File: src/rtl/core/tlo_pkg.sv
// Shared types, constants and saturation helpers for the trainer load offset controller.
package tlo_pkg;

  // Field widths fixed by the register map and result format
  localparam int MODE_W     = 2;
  localparam int PCT_W      = 10;
  localparam int WATTS_W    = 11;
  localparam int SF_W       = 17;
  localparam int GAIN_W     = 16;
  localparam int ERR_W      = 21;
  localparam int TERM_W     = 40;
  localparam int ADJ_W      = 32;
  localparam int CFG_IDX_W  = 3;
  localparam int CFG_DATA_W = 17;

  // Shared multiplier, sized for the widest power field
  localparam int MUL_A_W = 28;
  localparam int MUL_B_W = 27;
  localparam int MUL_P_W = MUL_A_W + MUL_B_W;

  // Internal working widths
  localparam int ERRX_W      = 26;  // raw error before saturation
  localparam int TERMX_W     = 48;  // term before saturation
  localparam int ACC_W       = 56;  // gain_i * integral
  localparam int SUM_W       = 42;  // p + i + d
  localparam int ADJX_W      = 34;  // sum / 256 before saturation
  localparam int INTEG_SPLIT = 20;  // integral split for two partial products
  localparam int FRAC_W      = 8;   // Q.8 watts
  localparam int Q16_W       = 16;

  localparam logic [SF_W-1:0] ONE_Q16      = 17'd65536;
  localparam logic [25:0]     RECIP_100    = 26'd42949672;  // floor(2^32 / 100)
  localparam int              RECIP_SHIFT  = 32;
  localparam logic signed [7:0] HUNDRED    = 8'sd100;
  localparam logic signed [8:0] RND_DIV256 = 9'sd255;

  typedef enum logic [MODE_W-1:0] {
    MODE_NONE   = 2'd0,
    MODE_MANUAL = 2'd1,
    MODE_AUTO   = 2'd2,
    MODE_RSVD   = 2'd3
  } mode_t;

  typedef enum logic [CFG_IDX_W-1:0] {
    CFG_OFFSET_MODE = 3'd0,
    CFG_MANUAL_PCT  = 3'd1,
    CFG_MANUAL_W    = 3'd2,
    CFG_SMOOTHING   = 3'd3,
    CFG_GAIN_P      = 3'd4,
    CFG_GAIN_I      = 3'd5,
    CFG_GAIN_D      = 3'd6,
    CFG_UNUSED      = 3'd7
  } cfg_idx_t;

  typedef enum logic [4:0] {
    OP_NOP       = 5'd0,
    OP_CAPTURE   = 5'd1,
    OP_CLEAR     = 5'd2,
    OP_ZERO_ADJ  = 5'd3,
    OP_MUL_EWMA  = 5'd4,
    OP_SMOOTH    = 5'd5,
    OP_ERROR     = 5'd6,
    OP_INTEG     = 5'd7,
    OP_MUL_D     = 5'd8,
    OP_MUL_ILO   = 5'd9,
    OP_MUL_IHI   = 5'd10,
    OP_IACC      = 5'd11,
    OP_SUM       = 5'd12,
    OP_ADJ       = 5'd13,
    OP_MUL_PCT   = 5'd14,
    OP_NUM       = 5'd15,
    OP_MUL_RECIP = 5'd16,
    OP_QUOT      = 5'd17,
    OP_FIX       = 5'd18,
    OP_SIGN      = 5'd19,
    OP_OUT       = 5'd20
  } dp_op_t;

  typedef struct packed {
    dp_op_t op;
  } cmd_t;

  typedef struct packed {
    logic  zero_in;
    mode_t mode;
  } status_t;

  function automatic logic signed [ERR_W-1:0] sat_err(input logic signed [ERRX_W-1:0] x);
    if (&x[ERRX_W-1:ERR_W-1] || ~|x[ERRX_W-1:ERR_W-1])
      return x[ERR_W-1:0];
    else
      return x[ERRX_W-1] ? {1'b1, {(ERR_W-1){1'b0}}} : {1'b0, {(ERR_W-1){1'b1}}};
  endfunction

  function automatic logic signed [TERM_W-1:0] sat_term(input logic signed [TERMX_W-1:0] x);
    if (&x[TERMX_W-1:TERM_W-1] || ~|x[TERMX_W-1:TERM_W-1])
      return x[TERM_W-1:0];
    else
      return x[TERMX_W-1] ? {1'b1, {(TERM_W-1){1'b0}}} : {1'b0, {(TERM_W-1){1'b1}}};
  endfunction

  function automatic logic signed [ADJ_W-1:0] sat_adj(input logic signed [ADJX_W-1:0] x);
    if (&x[ADJX_W-1:ADJ_W-1] || ~|x[ADJX_W-1:ADJ_W-1])
      return x[ADJ_W-1:0];
    else
      return x[ADJX_W-1] ? {1'b1, {(ADJ_W-1){1'b0}}} : {1'b0, {(ADJ_W-1){1'b1}}};
  endfunction

endpackage

File: src/rtl/core/tlo_ctrl.sv
// Trainer load offset sequencer: issues one datapath step per cycle while not stalled.
module tlo_ctrl (
  input  logic             clk,
  input  logic             rst,
  input  logic             in_valid,
  output logic             in_ready,
  output logic             out_valid,
  input  logic             out_ready,
  input  tlo_pkg::status_t status,
  output tlo_pkg::cmd_t    cmd
);

  typedef enum logic [19:0] {
    ST_IDLE   = 20'h00001,
    ST_CLEAR  = 20'h00002,
    ST_ZADJ   = 20'h00004,
    ST_EWMA   = 20'h00008,
    ST_SMOOTH = 20'h00010,
    ST_ERROR  = 20'h00020,
    ST_INTEG  = 20'h00040,
    ST_MULD   = 20'h00080,
    ST_MULILO = 20'h00100,
    ST_MULIHI = 20'h00200,
    ST_IACC   = 20'h00400,
    ST_SUM    = 20'h00800,
    ST_ADJ    = 20'h01000,
    ST_PCT    = 20'h02000,
    ST_NUM    = 20'h04000,
    ST_RECIP  = 20'h08000,
    ST_QUOT   = 20'h10000,
    ST_FIX    = 20'h20000,
    ST_SIGN   = 20'h40000,
    ST_OUT    = 20'h80000
  } state_t;

  state_t state, state_next;
  logic   out_free;

  assign in_ready = (state == ST_IDLE);
  assign out_free = !out_valid || out_ready;

  always_comb begin
    state_next = state;
    cmd.op     = tlo_pkg::OP_NOP;
    case (state)
      ST_IDLE: begin
        if (in_valid) begin
          cmd.op = tlo_pkg::OP_CAPTURE;
          if (status.zero_in) begin
            state_next = ST_CLEAR;
          end else begin
            case (status.mode)
              tlo_pkg::MODE_AUTO:   state_next = ST_EWMA;
              tlo_pkg::MODE_MANUAL: state_next = ST_PCT;
              default:              state_next = ST_ZADJ;
            endcase
          end
        end
      end
      ST_CLEAR:  begin cmd.op = tlo_pkg::OP_CLEAR;     state_next = ST_OUT;    end
      ST_ZADJ:   begin cmd.op = tlo_pkg::OP_ZERO_ADJ;  state_next = ST_OUT;    end
      ST_EWMA:   begin cmd.op = tlo_pkg::OP_MUL_EWMA;  state_next = ST_SMOOTH; end
      ST_SMOOTH: begin cmd.op = tlo_pkg::OP_SMOOTH;    state_next = ST_ERROR;  end
      ST_ERROR:  begin cmd.op = tlo_pkg::OP_ERROR;     state_next = ST_INTEG;  end
      ST_INTEG:  begin cmd.op = tlo_pkg::OP_INTEG;     state_next = ST_MULD;   end
      ST_MULD:   begin cmd.op = tlo_pkg::OP_MUL_D;     state_next = ST_MULILO; end
      ST_MULILO: begin cmd.op = tlo_pkg::OP_MUL_ILO;   state_next = ST_MULIHI; end
      ST_MULIHI: begin cmd.op = tlo_pkg::OP_MUL_IHI;   state_next = ST_IACC;   end
      ST_IACC:   begin cmd.op = tlo_pkg::OP_IACC;      state_next = ST_SUM;    end
      ST_SUM:    begin cmd.op = tlo_pkg::OP_SUM;       state_next = ST_ADJ;    end
      ST_ADJ:    begin cmd.op = tlo_pkg::OP_ADJ;       state_next = ST_OUT;    end
      ST_PCT:    begin cmd.op = tlo_pkg::OP_MUL_PCT;   state_next = ST_NUM;    end
      ST_NUM:    begin cmd.op = tlo_pkg::OP_NUM;       state_next = ST_RECIP;  end
      ST_RECIP:  begin cmd.op = tlo_pkg::OP_MUL_RECIP; state_next = ST_QUOT;   end
      ST_QUOT:   begin cmd.op = tlo_pkg::OP_QUOT;      state_next = ST_FIX;    end
      ST_FIX:    begin cmd.op = tlo_pkg::OP_FIX;       state_next = ST_SIGN;   end
      ST_SIGN:   begin cmd.op = tlo_pkg::OP_SIGN;      state_next = ST_OUT;    end
      ST_OUT: begin
        if (out_free) begin
          cmd.op     = tlo_pkg::OP_OUT;
          state_next = ST_IDLE;
        end
      end
      default: state_next = ST_IDLE;
    endcase
  end

  always_ff @(posedge clk) begin
    if (rst) begin
      state     <= ST_IDLE;
      out_valid <= 1'b0;
    end else begin
      state <= state_next;
      if (state == ST_OUT && out_free)
        out_valid <= 1'b1;
      else if (out_ready)
        out_valid <= 1'b0;
    end
  end

endmodule

File: config.mk
export PLATFORM = sky130hd
export DESIGN_NAME = tlo_ctrl
export DESIGN_NICKNAME = d
export VERILOG_FILES = /design/src/rtl/core/tlo_pkg.sv /design/src/rtl/core/tlo_ctrl.sv
export SDC_FILE = /design/constraint.sdc
export NUM_CORES = 1
export LEC_CHECK = 0
export ABC_AREA = 1
export BUFFER_PORTS_ARGS = -buffer_cell sky130_fd_sc_hd__buf_2
export CORE_MARGIN = 3
export CORE_UTILIZATION = 54
export CTS_BUF_LIST = sky130_fd_sc_hd__clkbuf_4 sky130_fd_sc_hd__clkbuf_8
export DETAILED_ROUTE_END_ITERATION = 7
export GPL_TIMING_DRIVEN = 0
export PLACE_DENSITY = 0.74
export SYNTH_ARGS = -nofsm -noshare
export SYNTH_HDL_FRONTEND = slang
export SYNTH_SLANG_ARGS = --single-unit
File: constraint.sdc
create_clock -name clk -period 1.5 [get_ports clk]
set_input_delay 0.15 -clock clk [delete_from_list [all_inputs] [get_ports clk]]
set_output_delay 0.15 -clock clk [all_outputs]
set_load 0.02 [all_outputs]
* Yosys cells after proc, flatten, opt, wreduce, memory -nomap -nowiden *
Cells that the tools add are included.

operators by class
  eq/ne operators = 24
  muxes and demuxes = 10
  reductions and logical operators = 6

operators by type and width
  cell                    count
  $pmux W20 S17           1
  $pmux W5 S20            1
  $mux W20                2
  $pmux W14 S2            1
  $eq A20 B1 Y1 const B   1
  $eq A20 B10 Y1 const B  1
  $eq A20 B11 Y1 const B  1
  $eq A20 B12 Y1 const B  1
  $eq A20 B13 Y1 const B  1
  $eq A20 B14 Y1 const B  1
  $eq A20 B15 Y1 const B  1
  $eq A20 B16 Y1 const B  1
  $eq A20 B17 Y1 const B  1
  $eq A20 B18 Y1 const B  1
  $eq A20 B19 Y1 const B  1
  $eq A20 B2 Y1 const B   1
  $eq A20 B20 Y1 const B  1
  $eq A20 B3 Y1 const B   1
  $eq A20 B4 Y1 const B   1
  $eq A20 B5 Y1 const B   1
  $eq A20 B6 Y1 const B   1
  $eq A20 B7 Y1 const B   1
  $eq A20 B8 Y1 const B   1
  $eq A20 B9 Y1 const B   1
  12 further kinds        15

storage, ports and cells
  flip-flop bits (word level) = 21
  bits of input ports = 7
  output and inout bits = 7
  word-level logic and storage cells = 42

* Logic depth before layout (Yosys ltp) *
  word-level depth = 5
  gate-level depth with buffers = 13
  depth with buffers taken out = 12

* Least setup slack after synthesis *
Ideal clock, no wire load.

  path type = register -> output
  start point = reg state[4]
  end point = out cmd[2] in the netlist's numbering
  arrival = 1.284 ns
  setup slack = 0.066 ns
  stages on the path, launching flop included = 9
  cells stage by stage = dfxtp_1 -> nor2_2 -> nand2_2 -> nor2_4 -> nand2_2 -> inv_2 -> nand3_1 -> and3_1 -> nand4_1

RTL lines
  what                    RTL line        RTL
  from (decl)             tlo_ctrl.sv:36  state_t state, state_next;
  from (signal assigned)  tlo_ctrl.sv:93  state <= state_next;
  to (decl)               tlo_ctrl.sv:10  output tlo_pkg::cmd_t cmd

==> results.md <==
- Placer Congestion: 0.923
- Gate Count Post-Synth: 213
- Reg-to-reg startpoint: state[15]$_SDFFE_PP0P_
- Total number of vias: 1449
- Synth top area cells: dfxtp_1 (32%), inv_1 (13%), nand3_1 (8.3%)
- Syn Area/Cell: 6.23 µm²
- Worst-skew pair later-pin latency: 0.30 ns
- Power Dens Cells: 756 mW/mm²
- Hpwl dp: 2320 µm
- LEAKAGE: 0.000995 µW
- Pre-antenna DRT Iters: 8
- Die X: around 56 µm
- Yosys top cell area share: 0.317
- HP Start: status[2]
- Max_slew headroom: 0.664
- Fillers: 155
- Yosys warns: 0
- Final WL: roughly 3700 µm
- Hold Path Depth: 3
- Violated checks: DRC, setup timing
- Clock Sinks: 21
- # nets final: roughly 250
- Bufs on Longest Clock Path: 2
- Type of the worst min-delay path: primary input to register
- CORE AREA: 0.00228 mm²
- Clock Root Buffer: clkbuf_4
- Outcome: finished with violations
- Max_cap viols: 0
- Final WS setup: -0.384 ns
- Ant. Diodes: 0
- Max VDD drop: 847 µV
- Setup violations, final: 21
- CP Capture Type: output pin
- I/O Pins: 14
- Syn Nets: between 200 and 250
- ANT nets after route: 0
- Grt total ovfl: 0
- Fin. Hold Viols: 0
- Post-synthesis sequential area ratio: 0.317
- RR Endpoint: state[4]$_SDFFE_PP0P_
- Hold EP: state[1]$_SDFFE_PP0P_
- CTS Buf Count: 3
- R2R depth: 14
- Cell taking the most area after synthesis: dfxtp_1
- Crit Path Category: register to output pin
- H-tree Lvls: 1
- RSZ-0062 raised after global routing: true
- CTS tree: done
- Buffers on Ports: 12
- Die ar.: 0.00309 mm²
- Largest net degree at the start of global routing: 12
- Tmin final: 1.88 ns
- Vias in the first global route: ~1400
- FF-to-FF setup slack: -0.26 ns
- Yosys cell types: 20
- Worst path slowest cell: dfxtp_2
- Tcrit/Tclk final: 1.26
- Vias per inst: 5.35
- Worst Tran Pin Value: between 0.5 and 0.6 ns
- Max-slew violations: 0
- Worst Path Max Fanout: 4
- Wirelength per Cell: 13.5 µm
- Critical Path RT: approximately 1.4 ns
- Share of cells above drive strength 1: 0.461
- CP cell instances: nor2_2, nand2_2, nor2_4, nand2_2, inv_2, nand3_2, and3_4, nand4_1, buf_4
- Synthesized area: 0.00133 mm²
- Hold Slack: 0.0920 ns
- Setup_tns: -5.04 ns
- FMAX: 531 MHz
- FF+latch count, synth: 21
- Clk slew on worst S/H paths: 0.13 ns
- Critical Path AT: ~1.7 ns
- First-pass GRT wire length: 5890 µm
- Initial antenna violation count: 0
- Final Skew: 0.0107 ns
- Initial Util: 0.583
- Most common cell on crit path: nand2_2
- Area growth syn-to-layout: 39.2%
- Cts hold-fix bufs: 0
- CP max stage delay: 0.35 ns
- Crit path launch type: register
- Total GRT Usage: 0.232
- Post-route DRC: 2
- Iter 0 DRT Violations: 59
- Die H: 55.6 µm
- Site row count: 17
[Yosys cell counts (all sizes together)]
library cell,count
dfxtp,21
a21oi,2
nand3,22
nand2,37
nand3b,4
nor3b,3
nor3,16
o21ai,4
ha,2
and3,2
inv,53
buf,2
nand4,6
clkbuf,1
nor2,38
[through the flow]
stage / util / setup WS, ns / cell area (µm²) / total power [µW] / instances
finish: 0.811 / -0.384 / 1850 / 1400 / 271
global placement: 0.625 / -0.160 / 1420 / 891 / 253
detailed placement: 0.625 / -0.172 / 1420 / 896 / 253
global route: 0.811 / -0.471 / 1850 / 1450 / 271
CTS: 0.786 / -0.333 / 1790 / 1360 / 270
floorplan: - / 0.0663 / 1330 / 826 / 213
[sequential cells by signal (all words and copies together), names as in the netlist]
| name | count |
|---|---|
| out_valid | 1 |
| state | 20 |
[layer usage]
metal  global-route usage  routed length, µm  part of all wire
met1                0.284               1520              0.42
met2                0.422               1840              0.51
met3               0.0257                207             0.057
met4               0.0660                 83             0.023
met5                    0                  0                 0
[worst max path at each step]
stage,cells after the start,slack (ns),startpoint,end
6_report,9,-0.38,state[7]$_SDFFE_PP0P_,cmd[2]
5_1_grt,9,-0.47,state[4]$_SDFFE_PP0P_,cmd[2]
4_1_cts,8,-0.33,state[3]$_SDFFE_PP0P_,cmd[2]
3_5_place_dp,9,-0.17,state[2]$_SDFFE_PP0P_,cmd[2]
3_3_place_gp,9,-0.16,state[3]$_SDFFE_PP0P_,cmd[2]
2_1_floorplan,8,0.07,state[4]$_SDFFE_PP0P_,cmd[2]
[final cells by class]
| class | instances | area, µm² | share of cell area |
|---|---|---|---|
| multi-input cells | 136 | 913 | 0.495 |
| inverters | 53 | 199 | 0.108 |
| flip-flops and latches | 21 | 442 | 0.239 |
| clock buffers | 4 | 30.0 | 0.0163 |
| plain buffers | 3 | 20.0 | 0.0108 |
| well taps | 28 | 35.0 | 0.0190 |
| repair buffers | 26 | 206 | 0.112 |
[repair_timing]
item | 4_1_cts | 5_1_grt
setup buffers | 12 | 1
gates resized for setup | 75 | 14
cloned | 1 | 0
setup endpoints to repair | 18 | 22
pin swaps | 20 | 6
[layout by cell type, fill, tap and decap left out, types with 5 or more instances in the layout]
master and instances:
dfxtp_2 17, buf_6 8, buf_4 13, nand2_1 24
buf_2 7, nor2_4 15, nor2_1 18, inv_1 42
nand2_4 5, inv_2 11, nor3_1 14, nand3_2 11
nand4_1 6, nor2_2 5, nand3_1 10, nand2_2 8
[cell families (layout without fill, tap and decap cells)]
kind of cell	count (synthesis)	count (layout)	synth area share
buffers and inverters	56	86	0.165
AO/OA/AOI/OAI	6	6	0.0226
AND/OR/NAND/NOR	128	128	0.476
adder cells (fa/ha/maj)	2	2	0.0189
flip-flops	21	21	0.317
[power breakdown]
part,switching (µW),internal (µW)
Sequential,14.2,574
Combinational,296,216
Clock,174,122
[critical path, delay by kind of cell, from the launching register on]
kind | cells | cell delay (ns)
and+or+nand+nor | 7 | 0.83
DFF | 1 | 0.35
buffers and inverters | 2 | 0.25
Note: power is estimated with default switching activity, not from simulation.
